===== config.mk =====
export PLATFORM = sky130hd
export DESIGN_NAME = hsl_to_rgb_converter
export DESIGN_NICKNAME = d
export VERILOG_FILES = /design/src/design/h2r_pkg.sv /design/src/design/h2r_scale.sv /design/src/design/hsl_to_rgb_converter.sv
export SDC_FILE = /design/constraint.sdc
export NUM_CORES = 2
export LEC_CHECK = 0
export BUFFER_PORTS_ARGS = -buffer_cell sky130_fd_sc_hd__buf_2
export CORE_ASPECT_RATIO = 2
export CORE_MARGIN = 2
export CORE_UTILIZATION = 34
export CTS_CLUSTER_SIZE = 16
export DETAILED_ROUTE_END_ITERATION = 12
export PLACE_DENSITY = 0.47
export SKIP_CTS_REPAIR_TIMING = 1
export SLEW_MARGIN = 20
export SYNTH_ARGS = -nofsm -noshare
export SYNTH_HDL_FRONTEND = slang
export SYNTH_HIERARCHICAL = 1
export SYNTH_SLANG_ARGS = --single-unit

===== constraint.sdc =====
create_clock -name i_clk -period 17.35 [get_ports i_clk]
set_input_delay 0.8675 -clock i_clk [delete_from_list [all_inputs] [get_ports i_clk]]
set_output_delay 0.8675 -clock i_clk [all_outputs]
set_load 0.03 [all_outputs]

===== src/design/h2r_pkg.sv =====
// Shared constants and types for the HSL to RGB converter.
`default_nettype none

package h2r_pkg;

    localparam int HUE_W = 9;
    localparam int PCT_W = 7;
    localparam int VAL_W = 14;   // v and m over 10000, at most 10000
    localparam int NUM_W = 20;   // channel numerators over 600000
    localparam int SCL_W = 24;   // numerator times 17, at most 10200000
    localparam int CHN_W = 8;

    localparam logic [HUE_W-1:0] HUE_MAX = 9'd359;
    localparam logic [PCT_W-1:0] PCT_MAX = 7'd100;
    localparam logic [PCT_W-1:0] PCT_HALF = 7'd50;

    // floor(h / 60) = (h * 1093) >> 16 for every h up to 359
    localparam logic [10:0] SEXT_RECIP = 11'd1093;
    localparam int SEXT_SHIFT = 16;

    // floor(y / 40000) = (y * 27487791) >> 40 for every y up to 10200000
    localparam int RECIP_W = 25;
    localparam logic [RECIP_W-1:0] CHN_RECIP = 25'd27487791;
    localparam int CHN_SHIFT = 40;
    localparam int PROD_W = SCL_W + RECIP_W;

    typedef enum logic [2:0] {
        SEXT_RED_YEL = 3'd0,
        SEXT_YEL_GRN = 3'd1,
        SEXT_GRN_CYN = 3'd2,
        SEXT_CYN_BLU = 3'd3,
        SEXT_BLU_MAG = 3'd4,
        SEXT_MAG_RED = 3'd5
    } t_sextant;

endpackage

`default_nettype wire


===== src/design/h2r_scale.sv =====
// Final stage: scale the three channel numerators to 8-bit values.
`default_nettype none

module h2r_scale
    import h2r_pkg::*;
(
    input  wire logic             i_clk,
    input  wire logic             i_rst_n,
    input  wire logic             i_valid,
    input  wire logic [SCL_W-1:0] i_red_num,
    input  wire logic [SCL_W-1:0] i_green_num,
    input  wire logic [SCL_W-1:0] i_blue_num,
    output logic                  o_valid,
    output logic [CHN_W-1:0]      o_red,
    output logic [CHN_W-1:0]      o_green,
    output logic [CHN_W-1:0]      o_blue
);

    logic [PROD_W-1:0] w_red_prod;
    logic [PROD_W-1:0] w_green_prod;
    logic [PROD_W-1:0] w_blue_prod;
    logic              r_valid;
    logic [CHN_W-1:0]  r_red;
    logic [CHN_W-1:0]  r_green;
    logic [CHN_W-1:0]  r_blue;

    // divide by 40000 through the reciprocal; exact over the whole range
    assign w_red_prod   = PROD_W'(i_red_num)   * PROD_W'(CHN_RECIP);
    assign w_green_prod = PROD_W'(i_green_num) * PROD_W'(CHN_RECIP);
    assign w_blue_prod  = PROD_W'(i_blue_num)  * PROD_W'(CHN_RECIP);

    always_ff @(posedge i_clk) begin
        if (!i_rst_n) begin
            r_valid <= 1'b0;
        end else begin
            r_valid <= i_valid;
        end
    end

    always_ff @(posedge i_clk) begin
        r_red   <= w_red_prod[CHN_SHIFT +: CHN_W];
        r_green <= w_green_prod[CHN_SHIFT +: CHN_W];
        r_blue  <= w_blue_prod[CHN_SHIFT +: CHN_W];
    end

    assign o_valid = r_valid;
    assign o_red   = r_red;
    assign o_green = r_green;
    assign o_blue  = r_blue;

endmodule

`default_nettype wire


===== src/design/hsl_to_rgb_converter.sv =====
// Top level: pipelined HSL to RGB color converter.
//
//  channel   ports                                   handshake
//  --------  --------------------------------------  -------------------------
//  request   i_hue, i_saturation, i_lightness        start high, busy low
//  result    o_red_out, o_green_out, o_blue_out      o_strobe for one cycle
//
// One request enters every clock cycle; busy never rises. The result of a
// request shows on the result ports once it has passed the four register
// stages: clamp and v/m, fraction and span product, mid values and
// channel select, reciprocal scaling. Reset (synchronous, active low)
// clears only the stage valid bits. The receiver cannot stall, so the
// pipeline always advances.
`default_nettype none

module hsl_to_rgb_converter
    import h2r_pkg::*;
(
    input  wire logic             i_clk,
    input  wire logic             i_rst_n,
    input  wire logic             start,
    output logic                  busy,
    input  wire logic [HUE_W-1:0] i_hue,
    input  wire logic [PCT_W-1:0] i_saturation,
    input  wire logic [PCT_W-1:0] i_lightness,
    output logic                  o_strobe,
    output logic [CHN_W-1:0]      o_red_out,
    output logic [CHN_W-1:0]      o_green_out,
    output logic [CHN_W-1:0]      o_blue_out
);

    // ---------------- stage 1: clamp, v, m and sextant ----------------
    logic [HUE_W-1:0] w_hue;
    logic [PCT_W-1:0] w_sat;
    logic [PCT_W-1:0] w_lit;
    logic [14:0]      w_v_low;
    logic [14:0]      w_v_high;
    logic [14:0]      w_v;
    logic [14:0]      w_m;
    logic [19:0]      w_hue_quot;

    logic             r1_valid;
    logic [VAL_W-1:0] r1_v;
    logic [VAL_W-1:0] r1_m;
    logic [HUE_W-1:0] r1_hue;
    logic [2:0]       r1_sext;

    // saturate out-of-range requests
    assign w_hue = (i_hue > HUE_MAX) ? HUE_MAX : i_hue;
    assign w_sat = (i_saturation > PCT_MAX) ? PCT_MAX : i_saturation;
    assign w_lit = (i_lightness > PCT_MAX) ? PCT_MAX : i_lightness;

    // v and m over 10000; lightness zero gives v = m = 0, so black falls out
    assign w_v_low  = 15'(w_lit) * (15'd100 + 15'(w_sat));
    assign w_v_high = 15'(w_lit) * 15'd100 + 15'(w_sat) * (15'd100 - 15'(w_lit));
    assign w_v      = (w_lit <= PCT_HALF) ? w_v_low : w_v_high;
    assign w_m      = 15'(w_lit) * 15'd200 - w_v;

    // sextant = hue / 60 by reciprocal multiply
    assign w_hue_quot = 20'(w_hue) * 20'(SEXT_RECIP);

    always_ff @(posedge i_clk) begin
        r1_v    <= w_v[VAL_W-1:0];
        r1_m    <= w_m[VAL_W-1:0];
        r1_hue  <= w_hue;
        r1_sext <= w_hue_quot[SEXT_SHIFT +: 3];
    end

    // ---------------- stage 2: fraction, span product, scale by 60 -----
    logic [HUE_W-1:0] w_frac_full;
    logic [5:0]       w_frac;
    logic [VAL_W-1:0] w_span;

    logic             r2_valid;
    logic [NUM_W-1:0] r2_span_frac;
    logic [NUM_W-1:0] r2_v60;
    logic [NUM_W-1:0] r2_m60;
    logic [2:0]       r2_sext;

    assign w_frac_full = r1_hue - HUE_W'(r1_sext) * 9'd60;
    assign w_frac      = w_frac_full[5:0];
    assign w_span      = r1_v - r1_m;

    always_ff @(posedge i_clk) begin
        r2_span_frac <= NUM_W'(w_span) * NUM_W'(w_frac);
        r2_v60       <= NUM_W'(r1_v) * 20'd60;
        r2_m60       <= NUM_W'(r1_m) * 20'd60;
        r2_sext      <= r1_sext;
    end

    // ---------------- stage 3: mid values, channel select, times 17 ----
    logic [NUM_W-1:0] w_mid_up;
    logic [NUM_W-1:0] w_mid_down;
    logic [NUM_W-1:0] w_red;
    logic [NUM_W-1:0] w_green;
    logic [NUM_W-1:0] w_blue;

    logic             r3_valid;
    logic [SCL_W-1:0] r3_red;
    logic [SCL_W-1:0] r3_green;
    logic [SCL_W-1:0] r3_blue;

    assign w_mid_up   = r2_m60 + r2_span_frac;
    assign w_mid_down = r2_v60 - r2_span_frac;

    always_comb begin
        case (t_sextant'(r2_sext))
            SEXT_RED_YEL: begin
                w_red = r2_v60;     w_green = w_mid_up;   w_blue = r2_m60;
            end
            SEXT_YEL_GRN: begin
                w_red = w_mid_down; w_green = r2_v60;     w_blue = r2_m60;
            end
            SEXT_GRN_CYN: begin
                w_red = r2_m60;     w_green = r2_v60;     w_blue = w_mid_up;
            end
            SEXT_CYN_BLU: begin
                w_red = r2_m60;     w_green = w_mid_down; w_blue = r2_v60;
            end
            SEXT_BLU_MAG: begin
                w_red = w_mid_up;   w_green = r2_m60;     w_blue = r2_v60;
            end
            default: begin
                w_red = r2_v60;     w_green = r2_m60;     w_blue = w_mid_down;
            end
        endcase
    end

    // channel = floor(num * 255 / 600000) = floor(num * 17 / 40000)
    always_ff @(posedge i_clk) begin
        r3_red   <= SCL_W'(w_red)   * 24'd17;
        r3_green <= SCL_W'(w_green) * 24'd17;
        r3_blue  <= SCL_W'(w_blue)  * 24'd17;
    end

    // valid bits advance with the data every cycle
    always_ff @(posedge i_clk) begin
        if (!i_rst_n) begin
            r1_valid <= 1'b0;
            r2_valid <= 1'b0;
            r3_valid <= 1'b0;
        end else begin
            r1_valid <= start;
            r2_valid <= r1_valid;
            r3_valid <= r2_valid;
        end
    end

    // ---------------- stage 4: divide by 40000 and register results ----
    h2r_scale u_scale (
        .i_clk       (i_clk),
        .i_rst_n     (i_rst_n),
        .i_valid     (r3_valid),
        .i_red_num   (r3_red),
        .i_green_num (r3_green),
        .i_blue_num  (r3_blue),
        .o_valid     (o_strobe),
        .o_red       (o_red_out),
        .o_green     (o_green_out),
        .o_blue      (o_blue_out)
    );

    // the pipeline never holds off a request
    assign busy = 1'b0;

endmodule

`default_nettype wire


## Word-level counts from Yosys, hierarchy flattened

Index checks and enable logic that the tools add are counted.
Widths: inputs -> output; s select.

- Output and inout port bits: 26
- Register bits: 196
- Bits of input ports: 26
- Logic and storage cells: 61

- Reduce and logical (&&, ||, !) cells: 5
- Add/sub/neg operators: 8
- Multipliers: 15
- Muxes and demuxes: 7
- $lt $le $gt $ge: 4
- Equal/unequal tests: 4

Operators with widths:

| kind | number |
|---|---|
| $pmux 20 s3 | 3 |
| $mul 24x25->48 const B | 3 |
| $mul 20x5->24 const B | 3 |
| $mul 14x4->18 const B | 2 |
| $sub 14x14->14 | 2 |
| $add 20x20->20 | 1 |
| $mul 14x6->20 | 1 |
| $sub 20x20->20 | 1 |
| $mul 9x11->19 const B | 1 |
| $add 14x14->14 | 1 |
| $gt 7x7->1 const B | 2 |
| $mul 7x8->14 | 1 |
| $mul 8x8->14 | 1 |
| $mux 14 | 1 |
| $mux 7 | 2 |
| $mul 7x5->12 const B | 1 |
| $mul 7x5->11 const B | 1 |
| $gt 9x9->1 const B | 1 |
| $mux 9 | 1 |
| $add 7x7->8 const A | 1 |
| $reduce_or 2->1 | 4 |
| $sub 7x7->8 const A | 1 |
| $le 7x6->1 const B | 1 |
| $eq 3x2->1 const B | 2 |
| 5 further kinds | 5 |

## Longest topological paths before layout

- Depth after elaboration: 7
- Depth in mapped cells: 30
- Depth with buffers taken out: 30

## By module

Netlist, hierarchy kept.

By module, submodules not included:

| module | seq. area each (µm²) | area each (µm²) | instances | cells an instance |
|---|---|---|---|---|
| h2r_scale | 500.5 | 32023.2 | 1 | 3190 |
| hsl_to_rgb_converter | 3363.2 | 20803.7 | 1 | 2333 |

## Least setup slack after synthesis

OpenSTA, ideal clock, no wires.

- Kind: input port to flip-flop
- Start point: input port i_lightness[4]
- End point: register r1_m[13]
- Path slack: 9.933 ns
- Data arrival time: 7.297 ns
- Stages on the path: 26
- Path buffers: 0
- Library setup time: 0.120 ns
- Data required time: 17.230 ns
- Cell sequence: o311ai_2 -> nand2_1 -> ha_1 -> ha_1 -> ha_1 -> fa_1 -> ha_1 -> fa_1 -> fa_1 -> fa_1 -> inv_1 -> fa_1 -> inv_1 -> ha_1 -> a21oi_1 -> o21bai_1 -> a21oi_1 -> o21bai_1 -> a21oi_1 -> xnor2_1 -> a21oi_1 -> and2_1 -> ha_1 -> a21oi_1 -> o21ai_1 -> xnor2_1

- Word-level cells in the longest chain between the ends: 7
- Elaborated cells between the ends (all ways): 11
- Classes of those cells: add/sub: 3; mul: 4; order compare: 2; mux: 2

Ends and longest elaborated chain:

| what | RTL line | source |
|---|---|---|
| start, declared | hsl_to_rgb_converter.sv:25 | `input wire logic [PCT_W-1:0] i_lightness,` |
| $gt 7x7->1 | hsl_to_rgb_converter.sv:51 | `assign w_lit = (i_lightness > PCT_MAX) ? PCT_MAX : i_lightness;` |
| $mux 7 * | hsl_to_rgb_converter.sv:51 |  |
| $sub 7x7->8 | hsl_to_rgb_converter.sv:55 | `assign w_v_high = 15'(w_lit) * 15'd100 + 15'(w_sat) * (15'd100 - 15'(w_lit));` |
| $mul 8x8->14 | hsl_to_rgb_converter.sv:55 |  |
| $add 14x14->14 | hsl_to_rgb_converter.sv:55 |  |
| $mux 14 | hsl_to_rgb_converter.sv:56 | `assign w_v = (w_lit <= PCT_HALF) ? w_v_low : w_v_high;` |
| $sub 14x14->14 * | hsl_to_rgb_converter.sv:57 | `assign w_m = 15'(w_lit) * 15'd200 - w_v;` |
| named net w_m[13] | hsl_to_rgb_converter.sv:39 | `logic [14:0] w_m;` |
| end signal, assigned | hsl_to_rgb_converter.sv:64 | `r1_m <= w_m[VAL_W-1:0];` |
| end, declared | hsl_to_rgb_converter.sv:44 | `logic [VAL_W-1:0] r1_m;` |

The timed path passes the listed nets; every way through them passes the cells marked *.
A chain may end at the register's enable or synchronous reset.

## Worst setup path after layout

- Start point: input port i_lightness[5]
- End point: register r1_m[13]

The elaborated chain is that of the path after synthesis.

==> summary.md <==
| Metric | Value |
|---|---|
| Slack of the critical path | `9.42 ns` |
| EDFF count, synth | `0` |
| DR vias/cell | `4.91` |
| Drt initial violations | `1363` |
| GPL Wtd Cong | `0.959` |
| Post-route clock period utilization | `0.457` |
| Met3 wire length | `2760 µm` |
| Worst EP arrival | `8.39 ns` |
| Final nets | `7583` |
| Gate count after technology mapping | `5523` |
| Largest net degree at the start of global routing | `66` |
| Placed inst area | `55500 µm²` |
| Worst Path Required | `17.81 ns` |
| Reg clk slew, reported paths | `0.08 ns` |
| Filler cells | `15715` |
| Average cell area after synthesis | `9.56 µm²` |
| Most frequent cell after synthesis | `inv_1` |
| Die area | `159000 µm²` |
| Tightest Pin Transition | `1.17 ns` |
| Clock skew | `0.0428 ns` |
| Die W | `283 µm` |
| Worst-case reg-to-reg path depth | `19` |
| Register Area | `3860 µm²` |
| TritonRoute pass-1 iters | `6` |
| GRT overflow | `0` |
| Max layer used | `met4` |
| H-tree depth | `4` |
| Num CTS Buffers | `25` |
| Post-synthesis simple-gate area fraction | `0.0746` |
| Max FO, Critical Path | `17` |
| DRT met1 WL | `49500 µm` |
| Final Hold Slack | `0.356 ns` |
| Synthesis-to-finish area growth | `6.49%` |
| Hold path endpoint | `r2_sext[2]` |
| Height of the chip | `561 µm` |
| Yosys reg bits | `193` |
| Critical Path End Type | `flip-flop` |
| Hold wc startpoint | `r1_sext[2]` |
| XOR/XNOR Fraction of Synth Area | `0.0388` |
| Post-synthesis mux area share | `0.00469` |
| Final wirelength | `167000 µm` |
| CP Class | `input pin to flip-flop` |
| Synth cell count leaders | `inv_1 (1423), ha_1 (1083), fa_1 (912)` |
| Status | `completed` |
| TNS Setup | `0 ns` |
| Ys flop type | `dfxtp_1` |
| CTS Sinks | `193` |
| WL met2 | `99900 µm` |
| Avg WL per Cell | `21.9 µm` |
| Post-synthesis adder-cell area fraction | `0.602` |
| Largest family of logic cells by synthesized area | `adder cells` |
| # port buffers | `50` |
| Synth Area in Compound Gates | `0.101` |
| Final ANT Viol Nets | `0` |
| DP Worst Slack | `8.76 ns` |
| Final Cell Area | `56300 µm²` |
| Hold Fails Final Rpt | `0` |
| Slew Limit Fails | `0` |
| Syn. warnings | `6` |
| Yosys cell types | `107` |
| Area of the multi-input gates | `43400 µm²` |
| Crit-path most repeated cell | `a21oi_1` |
| Share of the synthesized area in the top cell type | `0.346` |
| Crit start category | `input pin` |
| DP HPWL | `152000 µm` |
| Post-synthesis sequential area ratio | `0.0731` |
| Min-Delay Path Depth | `0` |
| Synth area leaders | `fa_1 (35%), ha_1 (26%), inv_1 (10%)` |
| Worst-Skew Late Latency | `0.57 ns` |
| Routed vias | `37474` |
| Yosys top cell by area | `fa_1` |
| Root Driver | `clkbuf_16` |
| Reg-to-reg startpoint | `r3_green[9]` |
| RSZ-0062 raised after global routing | `false` |
| Asr flop ratio synth | `0` |
| DRC violations left | `0` |
| Layout cell share with drive strength beyond 1 | `0.0289` |
| FF-to-FF End | `u_scale/o_green[5]` |
| Mapped cell area | `52800 µm²` |
| Initial antenna violation count | `1` |
| # IOs | `52` |
| Row count | `204` |
| Clock Path Buffers | `3` |
| Max transition margin | `0.221` |
| CTS tree | `built` |
| Worst Hold Class | `flip-flop to flip-flop` |
| Slowest stage cell on the critical path | `o21bai_2` |
| Tot GR Track Use | `0.218` |
| Final Critical Period | `7.93 ns` |
| CP max stage delay | `0.66 ns` |
| Max cap viols | `0` |
| Initial Util | `0.342` |
| Finish-stage setup viols | `0` |
| FF-to-FF setup slack | `10.26 ns` |
| Core ar. | `154000 µm²` |
| Number of global-route vias before repair | `43011` |
| Fmax | `126 MHz` |
| First-pass GRT wire length | `255000 µm` |
-- worst max-delay path, delay by kind of cell --
family	cells	cell delay (ns)
adders and majority gates	8	3.36
AOI/OAI and AO/OA	11	2.32
xor gates and xnor gates	3	0.63
and+or+nand+nor	3	0.53
buffers and inverters	5	0.66
-- through the flow --
stage | cells | utilization
floorplan | 5529 | -
global placement | 7595 | 0.360
detailed placement | 7595 | 0.360
CTS | 7628 | 0.364
global route | 7629 | 0.364
finish | 7629 | 0.364
-- cells by family after synthesis --
group           after synthesis
xor+xnor                    234
compound gates              782
buf+inv                    1484
flops                       193
other cells                   1
mux                          24
simple gates                810
fa+ha+maj                  1995
-- placed cells by master, fill, tap and decap left out, types with 58 or more instances in the layout --
master,n
a21o_1,95
a21oi_1,220
dfxtp_1,192
fa_1,912
ha_1,1083
inv_1,1423
nand2_1,224
nand3_1,68
nor2_1,211
o21ai_0,114
xnor2_1,176
xor2_1,58
-- worst max-delay path by stage --
stage	slack [ns]	start	to	cells after the start
after floorplan	9.93	i_lightness[4]	r1_m[13]	26
after global placement	8.78	i_lightness[5]	r1_m[13]	27
after detailed placement	8.76	i_lightness[5]	r1_m[13]	27
after CTS	9.36	i_lightness[5]	r1_m[13]	30
after global routing	8.96	i_lightness[5]	r1_m[13]	30
final	9.42	i_lightness[5]	r1_m[13]	30
-- registers in the layout (all words and copies together), names as in the netlist --
name,count
r1_hue,6
r1_m,14
r1_sext,3
r1_v,13
r1_valid,1
r2_m60,18
r2_sext,3
r2_span_frac,19
r2_v60,17
r2_valid,1
r3_blue,24
r3_green,24
r3_red,24
r3_valid,1
u_scale/o_blue,8
u_scale/o_green,8
u_scale/o_red,8
u_scale/o_valid,1
-- final cells by class --
type / count / share of cell area
antenna: 1 / 0.0000445
clock buffer: 28 / 0.0117
clock inverter: 5 / 0.000934
inverter: 1429 / 0.0953
multi-input combinational: 3852 / 0.772
sequential: 193 / 0.0687
tap: 2060 / 0.0458
timing repair buffer: 61 / 0.00592
-- metal layers --
layer,global-route usage,up-vias
met5,0,-
met4,0.158,0
met3,0.0140,424
met2,0.455,705
met1,0.185,18605
li1,-,17740
Power is not shown: default switching activity piles up to over one toggle a cycle in this logic, so the estimate is an artifact.
